`config.mk`:
```
export PLATFORM = sky130hd
export DESIGN_NAME = battery_fault_latch_recovery
export DESIGN_NICKNAME = d
export VERILOG_FILES = /design/src/rtl/core/bflr_pkg.sv /design/src/rtl/core/bflr_eval.sv /design/src/rtl/core/battery_fault_latch_recovery.sv
export VERILOG_INCLUDE_DIRS = /design/src /design/src/rtl/core
export SDC_FILE = /design/constraint.sdc
export NUM_CORES = 1
export LEC_CHECK = 0
export BUFFER_PORTS_ARGS = -buffer_cell sky130_fd_sc_hd__buf_4
export CAP_MARGIN = 20
export CORE_ASPECT_RATIO = 0.75
export CORE_MARGIN = 4
export CORE_UTILIZATION = 40
export DETAILED_ROUTE_END_ITERATION = 10
export PLACE_DENSITY_LB_ADDON = 0.3
export SYNTH_ARGS = -nofsm -noshare
export SYNTH_HDL_FRONTEND = slang
export SYNTH_SLANG_ARGS = --single-unit
```
`constraint.sdc`:
```
create_clock -name clk -period 6.8 [get_ports clk]
set_input_delay 0.68 -clock clk [delete_from_list [all_inputs] [get_ports clk]]
set_output_delay 0.68 -clock clk [all_outputs]
set_load 0.1 [all_outputs]
```
`src/rtl/core/battery_fault_latch_recovery_assert.svh`:
```
// Assertion macros shared by the battery fault latch RTL
`ifndef BATTERY_FAULT_LATCH_RECOVERY_ASSERT_SVH
`define BATTERY_FAULT_LATCH_RECOVERY_ASSERT_SVH

// Same-cycle implication, sampled on clk, off while rst_n is low
`define BFLR_ASSERT_NOW(label, ante, cons) \
    label: assert property (@(posedge clk) disable iff (!rst_n) (ante) |-> (cons)) \
        else $error("bflr assertion failed");

// Next-cycle implication, sampled on clk, off while rst_n is low
`define BFLR_ASSERT_NEXT(label, ante, cons) \
    label: assert property (@(posedge clk) disable iff (!rst_n) (ante) |=> (cons)) \
        else $error("bflr assertion failed");

`endif

```
`src/rtl/core/bflr_pkg.sv`:
```
// Types, constants and codes for the battery fault latch
package bflr_pkg;

    localparam int NUM_FAULTS = 7;
    localparam int CFG_IDX_W  = 3;
    localparam int CFG_DATA_W = 16;

    localparam int BIT_OTEMP = 0;
    localparam int BIT_OVOLT = 1;
    localparam int BIT_DSG   = 2;
    localparam int BIT_UVOLT = 3;
    localparam int BIT_USB   = 4;
    localparam int BIT_PRE   = 5;
    localparam int BIT_TBLK  = 6;

    localparam logic signed [15:0] CHG_LIMIT_MA         = 16'sd3000;
    localparam logic signed [15:0] DSG_RECOVER_MA       = 16'sd2000;
    localparam logic [15:0]        USB_LIMIT_MV         = 16'd5500;
    localparam logic [15:0]        PRECHARGE_RECOVER_MV = 16'd2800;
    localparam logic [31:0]        RECOVER_WAIT_MS      = 32'd1000;
    localparam logic [15:0]        UNDERVOLT_FLOOR_MV   = 16'd500;

    typedef enum logic [1:0] {
        CHG_NONE    = 2'd0,
        CHG_DISABLE = 2'd1,
        CHG_ENABLE  = 2'd2
    } chg_cmd_t;

    typedef enum logic [CFG_IDX_W-1:0] {
        CFG_BATT_TRIP   = 3'd0,
        CFG_PCB_TRIP    = 3'd1,
        CFG_TEMP_HYST   = 3'd2,
        CFG_OV_TRIP     = 3'd3,
        CFG_OV_RECOVER  = 3'd4,
        CFG_UV_TRIP     = 3'd5,
        CFG_UV_RECOVER  = 3'd6,
        CFG_DSG_TRIP    = 3'd7
    } cfg_idx_t;

    typedef struct packed {
        logic signed [7:0] batt_trip_degc;
        logic signed [7:0] pcb_trip_degc;
        logic [6:0]        temp_hysteresis;
        logic [15:0]       overvolt_trip_mv;
        logic [15:0]       overvolt_recover_mv;
        logic [15:0]       undervolt_trip_mv;
        logic [15:0]       undervolt_recover_mv;
        logic [14:0]       dsg_trip_ma;
    } cfg_t;

    typedef struct packed {
        logic [31:0]        now_ms;
        logic signed [7:0]  batt_degc;
        logic signed [7:0]  pcb_degc;
        logic [15:0]        bat_mv;
        logic [15:0]        usb_one_mv;
        logic [15:0]        usb_two_mv;
        logic signed [15:0] chg_ma;
        logic signed [15:0] dsg_ma;
        logic               chg_running;
        logic               chg_temp_ok;
        logic               precharge_timeout_raise;
    } item_t;

    typedef struct packed {
        logic [NUM_FAULTS-1:0] latched;
        logic [NUM_FAULTS-1:0] history;
        logic [31:0]           last_recovery;
        logic                  chopper_flag;
        logic [31:0]           chopper_stamp;
    } state_t;

    typedef struct packed {
        logic [NUM_FAULTS-1:0] fault_bits;
        logic [NUM_FAULTS-1:0] fault_seen;
        logic                  any_fault;
        logic                  buck_off;
        chg_cmd_t              charge_cmd;
        logic                  output_off;
        logic                  usb_boost_off;
        logic                  chopper_on;
        logic [31:0]           chopper_time_ms;
    } result_t;

endpackage

```
`src/rtl/core/bflr_eval.sv`:
```
// Per-tick fault detection, chopper and recovery logic
module bflr_eval
(
    input  bflr_pkg::cfg_t    cfg,
    input  bflr_pkg::item_t   item,
    input  bflr_pkg::state_t  state,
    output bflr_pkg::state_t  state_next,
    output bflr_pkg::result_t result
);

    logic [bflr_pkg::NUM_FAULTS-1:0] raise;
    logic [bflr_pkg::NUM_FAULTS-1:0] fresh;
    logic [bflr_pkg::NUM_FAULTS-1:0] lat_raised;
    logic [bflr_pkg::NUM_FAULTS-1:0] clr;
    logic [bflr_pkg::NUM_FAULTS-1:0] lat_final;
    logic signed [16:0]              dsg_ext;
    logic signed [16:0]              dsg_trip_ext;
    logic signed [9:0]               batt_degc_ext;
    logic signed [9:0]               pcb_degc_ext;
    logic signed [9:0]               bat_recover_thr;
    logic signed [9:0]               board_recover_thr;
    logic [31:0]                     elapsed;
    logic                            chop_trip;
    logic                            chop_release;
    logic                            early_fresh;
    logic                            recover_go;
    bflr_pkg::chg_cmd_t              chg_cmd;

    always_comb
    begin
        dsg_ext        = {item.dsg_ma[15], item.dsg_ma};
        dsg_trip_ext   = {2'b00, cfg.dsg_trip_ma};
        batt_degc_ext  = {{2{item.batt_degc[7]}}, item.batt_degc};
        pcb_degc_ext   = {{2{item.pcb_degc[7]}}, item.pcb_degc};
        bat_recover_thr   = {{2{cfg.batt_trip_degc[7]}}, cfg.batt_trip_degc}
                            - {3'b000, cfg.temp_hysteresis};
        board_recover_thr = {{2{cfg.pcb_trip_degc[7]}}, cfg.pcb_trip_degc}
                            - {3'b000, cfg.temp_hysteresis};

        raise = '0;
        raise[bflr_pkg::BIT_PRE]   = item.precharge_timeout_raise;
        raise[bflr_pkg::BIT_OTEMP] = (item.batt_degc > cfg.batt_trip_degc)
                                     || (item.pcb_degc > cfg.pcb_trip_degc);
        raise[bflr_pkg::BIT_OVOLT] = item.bat_mv > cfg.overvolt_trip_mv;
        raise[bflr_pkg::BIT_UVOLT] = (item.bat_mv > bflr_pkg::UNDERVOLT_FLOOR_MV)
                                     && (item.bat_mv < cfg.undervolt_trip_mv);
        raise[bflr_pkg::BIT_DSG]   = dsg_ext > dsg_trip_ext;
        raise[bflr_pkg::BIT_USB]   = (item.usb_one_mv > bflr_pkg::USB_LIMIT_MV)
                                     || (item.usb_two_mv > bflr_pkg::USB_LIMIT_MV);
        raise[bflr_pkg::BIT_TBLK]  = !item.chg_temp_ok;

        fresh      = raise & ~state.latched;
        lat_raised = state.latched | raise;

        chop_trip    = item.chg_running && (item.chg_ma > bflr_pkg::CHG_LIMIT_MA);
        chop_release = item.chg_running && !chop_trip && state.chopper_flag;

        // faults checked ahead of the chopper that also drive the charge switch
        early_fresh = fresh[bflr_pkg::BIT_PRE] || fresh[bflr_pkg::BIT_OTEMP]
                      || fresh[bflr_pkg::BIT_OVOLT] || fresh[bflr_pkg::BIT_UVOLT];

        // last command in check order wins
        priority if (fresh[bflr_pkg::BIT_TBLK])
            chg_cmd = bflr_pkg::CHG_DISABLE;
        else if (chop_trip)
            chg_cmd = bflr_pkg::CHG_DISABLE;
        else if (chop_release)
            chg_cmd = bflr_pkg::CHG_ENABLE;
        else if (early_fresh)
            chg_cmd = bflr_pkg::CHG_DISABLE;
        else
            chg_cmd = bflr_pkg::CHG_NONE;

        elapsed    = item.now_ms - state.last_recovery;
        recover_go = (|lat_raised) && (elapsed >= bflr_pkg::RECOVER_WAIT_MS);

        clr = '0;
        clr[bflr_pkg::BIT_OTEMP] = (batt_degc_ext < bat_recover_thr)
                                   && (pcb_degc_ext < board_recover_thr);
        clr[bflr_pkg::BIT_OVOLT] = item.bat_mv < cfg.overvolt_recover_mv;
        clr[bflr_pkg::BIT_DSG]   = item.dsg_ma < bflr_pkg::DSG_RECOVER_MA;
        clr[bflr_pkg::BIT_UVOLT] = item.bat_mv > cfg.undervolt_recover_mv;
        clr[bflr_pkg::BIT_USB]   = (item.usb_one_mv < bflr_pkg::USB_LIMIT_MV)
                                   && (item.usb_two_mv < bflr_pkg::USB_LIMIT_MV);
        clr[bflr_pkg::BIT_PRE]   = item.bat_mv > bflr_pkg::PRECHARGE_RECOVER_MV;
        clr[bflr_pkg::BIT_TBLK]  = item.chg_temp_ok;

        lat_final = recover_go ? (lat_raised & ~clr) : lat_raised;

        state_next.latched       = lat_final;
        state_next.history       = state.history | raise;
        state_next.last_recovery = recover_go ? item.now_ms : state.last_recovery;
        state_next.chopper_flag  = chop_trip;
        state_next.chopper_stamp = chop_trip ? item.now_ms : state.chopper_stamp;

        result.fault_bits      = lat_final;
        result.fault_seen      = state.history | raise;
        result.any_fault       = |lat_final;
        result.buck_off        = fresh[bflr_pkg::BIT_OTEMP] || fresh[bflr_pkg::BIT_OVOLT]
                                 || fresh[bflr_pkg::BIT_PRE] || fresh[bflr_pkg::BIT_TBLK]
                                 || fresh[bflr_pkg::BIT_UVOLT];
        result.charge_cmd      = chg_cmd;
        result.output_off      = fresh[bflr_pkg::BIT_OTEMP] || fresh[bflr_pkg::BIT_DSG]
                                 || fresh[bflr_pkg::BIT_UVOLT];
        result.usb_boost_off   = fresh[bflr_pkg::BIT_OTEMP] || fresh[bflr_pkg::BIT_DSG]
                                 || fresh[bflr_pkg::BIT_UVOLT] || fresh[bflr_pkg::BIT_USB];
        result.chopper_on      = chop_trip;
        result.chopper_time_ms = chop_trip ? item.now_ms : state.chopper_stamp;
    end

endmodule

```
`src/rtl/core/battery_fault_latch_recovery.sv`:
```
// Battery fault latch with timed recovery: top level
//
//  channel | direction | handshake          | payload
//  in      | request   | in_valid/in_stall  | now_ms .. precharge_timeout_raise
//  out     | result    | out_valid/out_stall| fault_bits .. chopper_time_ms
//  cfg     | write     | cfg_valid/cfg_ready| cfg_index, cfg_data
//
// A request is registered, evaluated combinationally and its result registered;
// one request per cycle is sustained while out_stall stays low.
// Fault state updates as the request moves into the result register.
// out_stall holds the result register; in_stall rises only when both stages are full.
// cfg_ready is always high; rst_n clears fault state and loads default thresholds.
module battery_fault_latch_recovery
(
    input  logic                              clk,
    input  logic                              rst_n,

    input  logic                              in_valid,
    output logic                              in_stall,
    input  logic [31:0]                       now_ms,
    input  logic signed [7:0]                 batt_degc,
    input  logic signed [7:0]                 pcb_degc,
    input  logic [15:0]                       bat_mv,
    input  logic [15:0]                       usb_one_mv,
    input  logic [15:0]                       usb_two_mv,
    input  logic signed [15:0]                chg_ma,
    input  logic signed [15:0]                dsg_ma,
    input  logic                              chg_running,
    input  logic                              chg_temp_ok,
    input  logic                              precharge_timeout_raise,

    output logic                              out_valid,
    input  logic                              out_stall,
    output logic [bflr_pkg::NUM_FAULTS-1:0]   fault_bits,
    output logic [bflr_pkg::NUM_FAULTS-1:0]   fault_seen,
    output logic                              any_fault,
    output logic                              buck_off,
    output logic [1:0]                        charge_cmd,
    output logic                              output_off,
    output logic                              usb_boost_off,
    output logic                              chopper_on,
    output logic [31:0]                       chopper_time_ms,

    input  logic                              cfg_valid,
    output logic                              cfg_ready,
    input  logic [bflr_pkg::CFG_IDX_W-1:0]    cfg_index,
    input  logic [bflr_pkg::CFG_DATA_W-1:0]   cfg_data
);

`include "battery_fault_latch_recovery_assert.svh"

    bflr_pkg::cfg_t    cfg_reg;
    bflr_pkg::cfg_t    cfg_next;
    bflr_pkg::state_t  state_reg;
    bflr_pkg::state_t  state_next;
    bflr_pkg::item_t   item_reg;
    bflr_pkg::item_t   item_next;
    bflr_pkg::result_t res_reg;
    bflr_pkg::result_t res_next;
    logic              item_vld_reg;
    logic              out_vld_reg;
    logic              advance;
    logic              in_take;

    assign cfg_ready = 1'b1;
    assign advance   = !out_vld_reg || !out_stall;
    assign in_stall  = item_vld_reg && !advance;
    assign in_take   = in_valid && !in_stall;

    always_comb
    begin
        item_next.now_ms                  = now_ms;
        item_next.batt_degc               = batt_degc;
        item_next.pcb_degc                = pcb_degc;
        item_next.bat_mv                  = bat_mv;
        item_next.usb_one_mv              = usb_one_mv;
        item_next.usb_two_mv              = usb_two_mv;
        item_next.chg_ma                  = chg_ma;
        item_next.dsg_ma                  = dsg_ma;
        item_next.chg_running             = chg_running;
        item_next.chg_temp_ok             = chg_temp_ok;
        item_next.precharge_timeout_raise = precharge_timeout_raise;
    end

    always_comb
    begin
        cfg_next = cfg_reg;
        if (cfg_valid)
        begin
            unique case (bflr_pkg::cfg_idx_t'(cfg_index))
                bflr_pkg::CFG_BATT_TRIP:  cfg_next.batt_trip_degc       = cfg_data[7:0];
                bflr_pkg::CFG_PCB_TRIP:   cfg_next.pcb_trip_degc        = cfg_data[7:0];
                bflr_pkg::CFG_TEMP_HYST:  cfg_next.temp_hysteresis      = cfg_data[6:0];
                bflr_pkg::CFG_OV_TRIP:    cfg_next.overvolt_trip_mv     = cfg_data;
                bflr_pkg::CFG_OV_RECOVER: cfg_next.overvolt_recover_mv  = cfg_data;
                bflr_pkg::CFG_UV_TRIP:    cfg_next.undervolt_trip_mv    = cfg_data;
                bflr_pkg::CFG_UV_RECOVER: cfg_next.undervolt_recover_mv = cfg_data;
                bflr_pkg::CFG_DSG_TRIP:   cfg_next.dsg_trip_ma          = cfg_data[14:0];
                default:                  cfg_next = cfg_reg;
            endcase
        end
    end

    bflr_eval u_eval
    (
        .cfg        (cfg_reg),
        .item       (item_reg),
        .state      (state_reg),
        .state_next (state_next),
        .result     (res_next)
    );

    always_ff @(posedge clk or negedge rst_n)
    begin
        if (!rst_n)
        begin
            cfg_reg.batt_trip_degc       <= 8'sd60;
            cfg_reg.pcb_trip_degc        <= 8'sd85;
            cfg_reg.temp_hysteresis      <= 7'd5;
            cfg_reg.overvolt_trip_mv     <= 16'd3700;
            cfg_reg.overvolt_recover_mv  <= 16'd3600;
            cfg_reg.undervolt_trip_mv    <= 16'd2500;
            cfg_reg.undervolt_recover_mv <= 16'd2800;
            cfg_reg.dsg_trip_ma          <= 15'd5000;
            state_reg                    <= '0;
            item_vld_reg                 <= 1'b0;
            out_vld_reg                  <= 1'b0;
        end
        else
        begin
            cfg_reg <= cfg_next;
            if (!item_vld_reg || advance)
                item_vld_reg <= in_take;
            if (advance)
                out_vld_reg <= item_vld_reg;
            if (advance && item_vld_reg)
                state_reg <= state_next;
        end
    end

    always_ff @(posedge clk)
    begin
        if (in_take)
            item_reg <= item_next;
        if (advance && item_vld_reg)
            res_reg <= res_next;
    end

    assign out_valid       = out_vld_reg;
    assign fault_bits      = res_reg.fault_bits;
    assign fault_seen      = res_reg.fault_seen;
    assign any_fault       = res_reg.any_fault;
    assign buck_off        = res_reg.buck_off;
    assign charge_cmd      = res_reg.charge_cmd;
    assign output_off      = res_reg.output_off;
    assign usb_boost_off   = res_reg.usb_boost_off;
    assign chopper_on      = res_reg.chopper_on;
    assign chopper_time_ms = res_reg.chopper_time_ms;

    `BFLR_ASSERT_NOW(a_latched_in_history, 1'b1, ((state_reg.latched & ~state_reg.history) == '0))
    `BFLR_ASSERT_NEXT(a_history_sticky, 1'b1, (($past(state_reg.history) & ~state_reg.history) == '0))
    `BFLR_ASSERT_NOW(a_any_matches_bits, out_vld_reg, (any_fault == (fault_bits != '0)))
    `BFLR_ASSERT_NOW(a_stall_only_when_full, in_stall, (out_vld_reg && out_stall && item_vld_reg))
    `BFLR_ASSERT_NOW(a_chopper_stamp_sync, out_vld_reg && chopper_on, (chopper_time_ms == state_reg.chopper_stamp))

endmodule
```
---- Word level (Yosys, flattened, before mapping) ----
Cells that the tools add are included.
cells by class
  $add $sub $neg .......................... 3
  eq/ne operators ......................... 7
  shift-type cells ........................ 0
  magnitude comparators ................... 18
  divide/modulo/power cells ............... 0
  muxes and demuxes ....................... 4
  reduce and logical (&&, ||, !) cells .... 44
  multiply operators ...................... 0
  bitwise gates (word level) .............. 6
operator list
  operator              count
  $gt 16x13->1 const B  3
  $gt 16x16->1          3
  $ge 32x10->1 const B  1
  $lt 16x13->1 const B  2
  $lt 16x16->1          2
  $mux 32               1
  $sub 32x32->32        1
  $lt 8x9->1            2
  $reduce_and 2->1      9
  $sub 8x8->9           2
  $gt 16x12->1 const B  1
  $gt 16x9->1 const B   1
  $gt 8x8->1            2
  $lt 16x12->1 const B  1
  $and 7x7->7           2
  $logic_or 1x1->1      14
  $not 7->7             2
  $or 7x7->7            2
  $reduce_or 7->1       2
  $eq 3x3->1 const B    4
  $logic_and 1x1->1     10
  $logic_not 1->1       7
  $mux 7                1
  $eq 3x2->1 const B    2
  5 further kinds       5
storage, ports and cells
  word-level logic and storage cells ...... 117
  memory bits (writable) .................. 0
  bits in read-only memories .............. 0
  latch bits .............................. 0
  output and inout bits ................... 56
  register bits ........................... 367
  bits of input ports ..................... 155
  memories ................................ 0

---- Depth between registers and ports, before layout ----
  word-level depth ........................ 8
  depth in mapped cells ................... 19
  mapped depth without buffers ............ 19

---- By module ----
Synthesis repeated with hierarchy kept, for this count alone.
second synthesis, totals
  cell total of the unflattened synthesis .. 1,593
  area total of the unflattened synthesis .. 19,845.3 µm²
modules (own cells, without submodules)
  module                        times used  seq. area each (µm²)  area an instance (µm²)  cells each
  battery_fault_latch_recovery  1           10,151.0              12,552.0                585
  bflr_eval                     1           0.0                   7,293.2                 1,008

---- Worst setup path after synthesis ----
OpenSTA, ideal clock, no wires.
  kind .................................... register -> register
  start point ............................. register out_vld_reg (netlist: out_valid)
  end point ............................... register item_reg[0] (netlist name) (enable)
  stages on the path, launching flop included .. 3
  clock period less this slack ............ 4.569 ns
  buffers on the path ..................... 0
  arrival ................................. 4.063 ns
  data required time ...................... 6.294 ns
  path slack .............................. 2.231 ns
  setup time .............................. 0.506 ns
  cells stage by stage .................... dfrtp_1 nand3_1 and2_1
between the ends
  longest elaborated chain between the ends .. 6
ends and longest elaborated chain
  element                 RTL line                             text
  from (decl)             battery_fault_latch_recovery.sv:61   logic out_vld_reg;
  from (signal assigned)  battery_fault_latch_recovery.sv:135  out_vld_reg <= item_vld_reg;
  $logic_not 1->1         battery_fault_latch_recovery.sv:66   assign advance = !out_vld_reg || !out_stall;
  $logic_or 1x1->1        battery_fault_latch_recovery.sv:66
  $logic_not 1->1         battery_fault_latch_recovery.sv:67   assign in_stall = item_vld_reg && !advance;
  $logic_and 1x1->1       battery_fault_latch_recovery.sv:67
  $logic_not 1->1         battery_fault_latch_recovery.sv:68   assign in_take = in_valid && !in_stall;
  $logic_and 1x1->1       battery_fault_latch_recovery.sv:68
  net in_take             battery_fault_latch_recovery.sv:63   logic in_take;
  to (signal assigned)    battery_fault_latch_recovery.sv:144  item_reg <= item_next;
  to (decl)               battery_fault_latch_recovery.sv:56   bflr_pkg::item_t item_reg;
The timed path passes the listed nets, and every way through them passes these cells.
A chain may end at the register's enable or synchronous reset.

---- Worst setup path in the final report ----
  start point ............................. register item_reg[99] (netlist name)
  end point ............................... register state_reg[33] (netlist name)
between the ends
  longest elaborated chain between the ends .. 4
ends and longest elaborated chain
  element                            RTL line                             text
  $sub 32x32->32                     bflr_eval.sv:74                      elapsed = item.now_ms - state.last_recovery;
  $ge 32x10->1                       bflr_eval.sv:75                      recover_go = (|lat_raised) && (elapsed >= bflr_pkg::RECOVER_WAIT_MS);
  $logic_and 1x1->1                  bflr_eval.sv:75
  $reduce_and 2->1 (no source line)  -
  to (signal assigned)               battery_fault_latch_recovery.sv:137  state_reg <= state_next;
  to (decl)                          battery_fault_latch_recovery.sv:54   bflr_pkg::state_t state_reg;
Several ways; a longest one is shown, not always the timed one.

==> qor.txt <==
WS Path Type - reg2reg
clk buf depth - 3
Max stage delay on crit path - 0.60 ns
Final nets - 2,145
Synth top area share - 29.3%
EDFF count, synth - 184
Critical Path Most Common Cell - inv_1
first-pass GRT wire length - 76,000 um
hold-fix buffers at CTS - 0
Setup WS pre-CTS - 2.12 ns
cts repair resizes - 0
fin util - 48.7%
Distinct cells, synth - 77
Slew HR - 34.7%
count leader, synth - edfxtp_1
total CTS buffers - 40
CP endpoint kind - register
worst skew pair latency - 0.56 ns
CTS root buf - clkbuf_16
initial antenna violation count - 1
synth top area cells - edfxtp_1, dfrtp_1, ha_1, mux2_2, dfstp_2
n_diodes - 0
die width - 259 um
peak supply drop - 0.202 mV
status - complete, no violations
I/O pins - 211
Final WS setup - 2.05 ns
max reg flops - 131
CP cell instances - inv_1, ha_1, inv_1, fa_1, a211o_1, a31oi_1, and4b_4, or3_1, a211oi_2, nand4b_1, nor4_4, nand4_4, and2_4, mux2_4
DR vias/cell - 5.25
die height - 196 um
synthesized area - 18,900 um^2
Via Count - 13,100
CTS tree - yes
Final Setup Violations - 0
I/O Buffers - 209
stages on the worst setup path - 14
RD Place Congestion - 0.926
placed insts - 2,418
highest net fanout along the worst path - 39
Std-Cell Rows - 68
Yosys top cell by area - edfxtp_1
Starting Density - 40.7%
Worst Path Required - 7.24 ns
Core ar. - 46,400 um^2
crit path time final - 4.75 ns
Layout Cells excl Fill - 2,495
WP buf/inv - 2
Pwr per Cell Area - 328 nW/um^2
Sink Count - 367
Worst-Margin Slew - 0.980 ns
HPWL Detailed - 35,800 um
DRT Wirelength - 48,800 um
TritonRoute pass-1 iters - 5
flop-to-flop setup slack - 2.05 ns
Yosys reg bits - 367
vias in the first global route - 13,400
Synthesized Nets - 1,930
layout cells sized above 1 - 26.5%
Seq/Total Area, Yosys - 53.7%
max-cap violations - 0
RSZ-0062 raised after global routing - no
Async S/R FF share, synth - 49.9%
slowest CP cell - nand4_4
critical path's top delay family - simple AND/OR/NAND/NOR gates
Clock Skews - 0.0225 ns
worst path arrival time - 5.19 ns
Hold WS - 0.107 ns
r2r worst-path depth - 14
total overflow reported by the global router - 0
leakage - 0.00957 uW
Setup TNS - 0 ns
Ys Warns - 0
die footprint - 50,800 um^2
min-delay worst type - in2async
final hold vios - 0
DRT iter0 DRCs - 1,021
postcts setup bufs - 0
Syn Area/Cell - 11.7 um^2
Synth Flop Type - edfxtp_1
largest net degree at the start of global routing - 74
DR WL/cell - 19.5 um
drt drc - 0
Syn-to-layout area delta - 19.5%
Total GRT Usage - 19.0%
Clock transition at path regs - 0.07 ns
DRT antenna net count - 0
part of the cycle the worst path needs - 69.9%
CP startpoint kind - register
synth cell count leaders - edfxtp_1, inv_1, ha_1
FMAX - 0.211 GHz
Cells after Synth - 1,618
H-tree levels - 2
Final Max Slew Viols - 0
cell usage in the layout (no fill, tap or decap), types with 16 or more instances in the layout:
cell / Yosys / layout
buf_4: 1 / 217
nor2b_1: 18 / 18
inv_1: 163 / 162
clkbuf_16: 0 / 41
nor2_1: 52 / 52
o21ai_0: 133 / 133
dfstp_2: 37 / 37
dfrtp_1: 146 / 146
o21a_1: 16 / 16
xnor2_1: 16 / 16
a21oi_1: 81 / 81
a21o_1: 41 / 41
ha_1: 154 / 154
nor3_1: 21 / 20
nand2b_1: 25 / 25
nand2_1: 80 / 80
edfxtp_1: 184 / 184
mux2_2: 131 / 131
nand3_1: 51 / 51
nand4_1: 31 / 31
layer usage:
| layer | share of wire, % | GRT usage, % |
|---|---|---|
| met1 | 50 | 29.0 |
| met2 | 42 | 27.7 |
| met3 | 6.4 | 4.17 |
| met4 | 1.8 | 4.16 |
| met5 | 0.018 | 0 |
cells by family after synthesis:
group	Yosys count	share of synthesized area [%]
other	1	0.0199
AOI/OAI and AO/OA	366	12.0
buffers and inverters	211	4.33
DFF	367	53.7
adders and majority gates	157	10.5
muxes	136	8.13
xor gates and xnor gates	26	1.21
and+or+nand+nor	354	10.0
where the power goes:
group          total, uW  internal (uW)  switching [uW]
sequential          2900           2740             162
clock               2330           1410             925
combinational       2190            840            1350
total               7410           4980            2430
worst paths after layout:
check | to | from
min in group clk | item_reg[72] | bat_mv[5]
max in group asynchronous | state_reg[11] | rst_n
max | state_reg[33] | item_reg[99]
max reg2reg | state_reg[33] | item_reg[99]
min reg2reg | state_reg[70] | state_reg[70]
min | cfg_reg[23] | rst_n
metrics by stage:
step / total power (uW) / cell area, um^2
finish: 7410 / 22600
global route: 7870 / 22600
CTS: 7490 / 22500
detailed placement: 5110 / 21100
global placement: 5050 / 21100
floorplan: 4500 / 18900
worst reg2reg max path: stages, from the launching register on:
cell and delay, ns:
edfxtp_1 0.43, inv_1 0.09, ha_1 0.18, inv_1 0.06, fa_1 0.41, a211o_1 0.36
a31oi_1 0.16, and4b_4 0.24, or3_1 0.39, a211oi_2 0.27, nand4b_1 0.17, nor4_4 0.33
nand4_4 0.60, and2_4 0.56, mux2_4 0.38
layout make-up:
type	count	area, um^2
Fill cell	4231	23800
Sequential cell	367	10200
Multi-Input combinational cell	1040	7940
Timing Repair Buffer	221	1680
Clock buffer	48	1080
Tap cell	630	788
Inverter	163	612
Clock inverter	26	315
No activity file was read; power rests on OpenSTA's default activity.
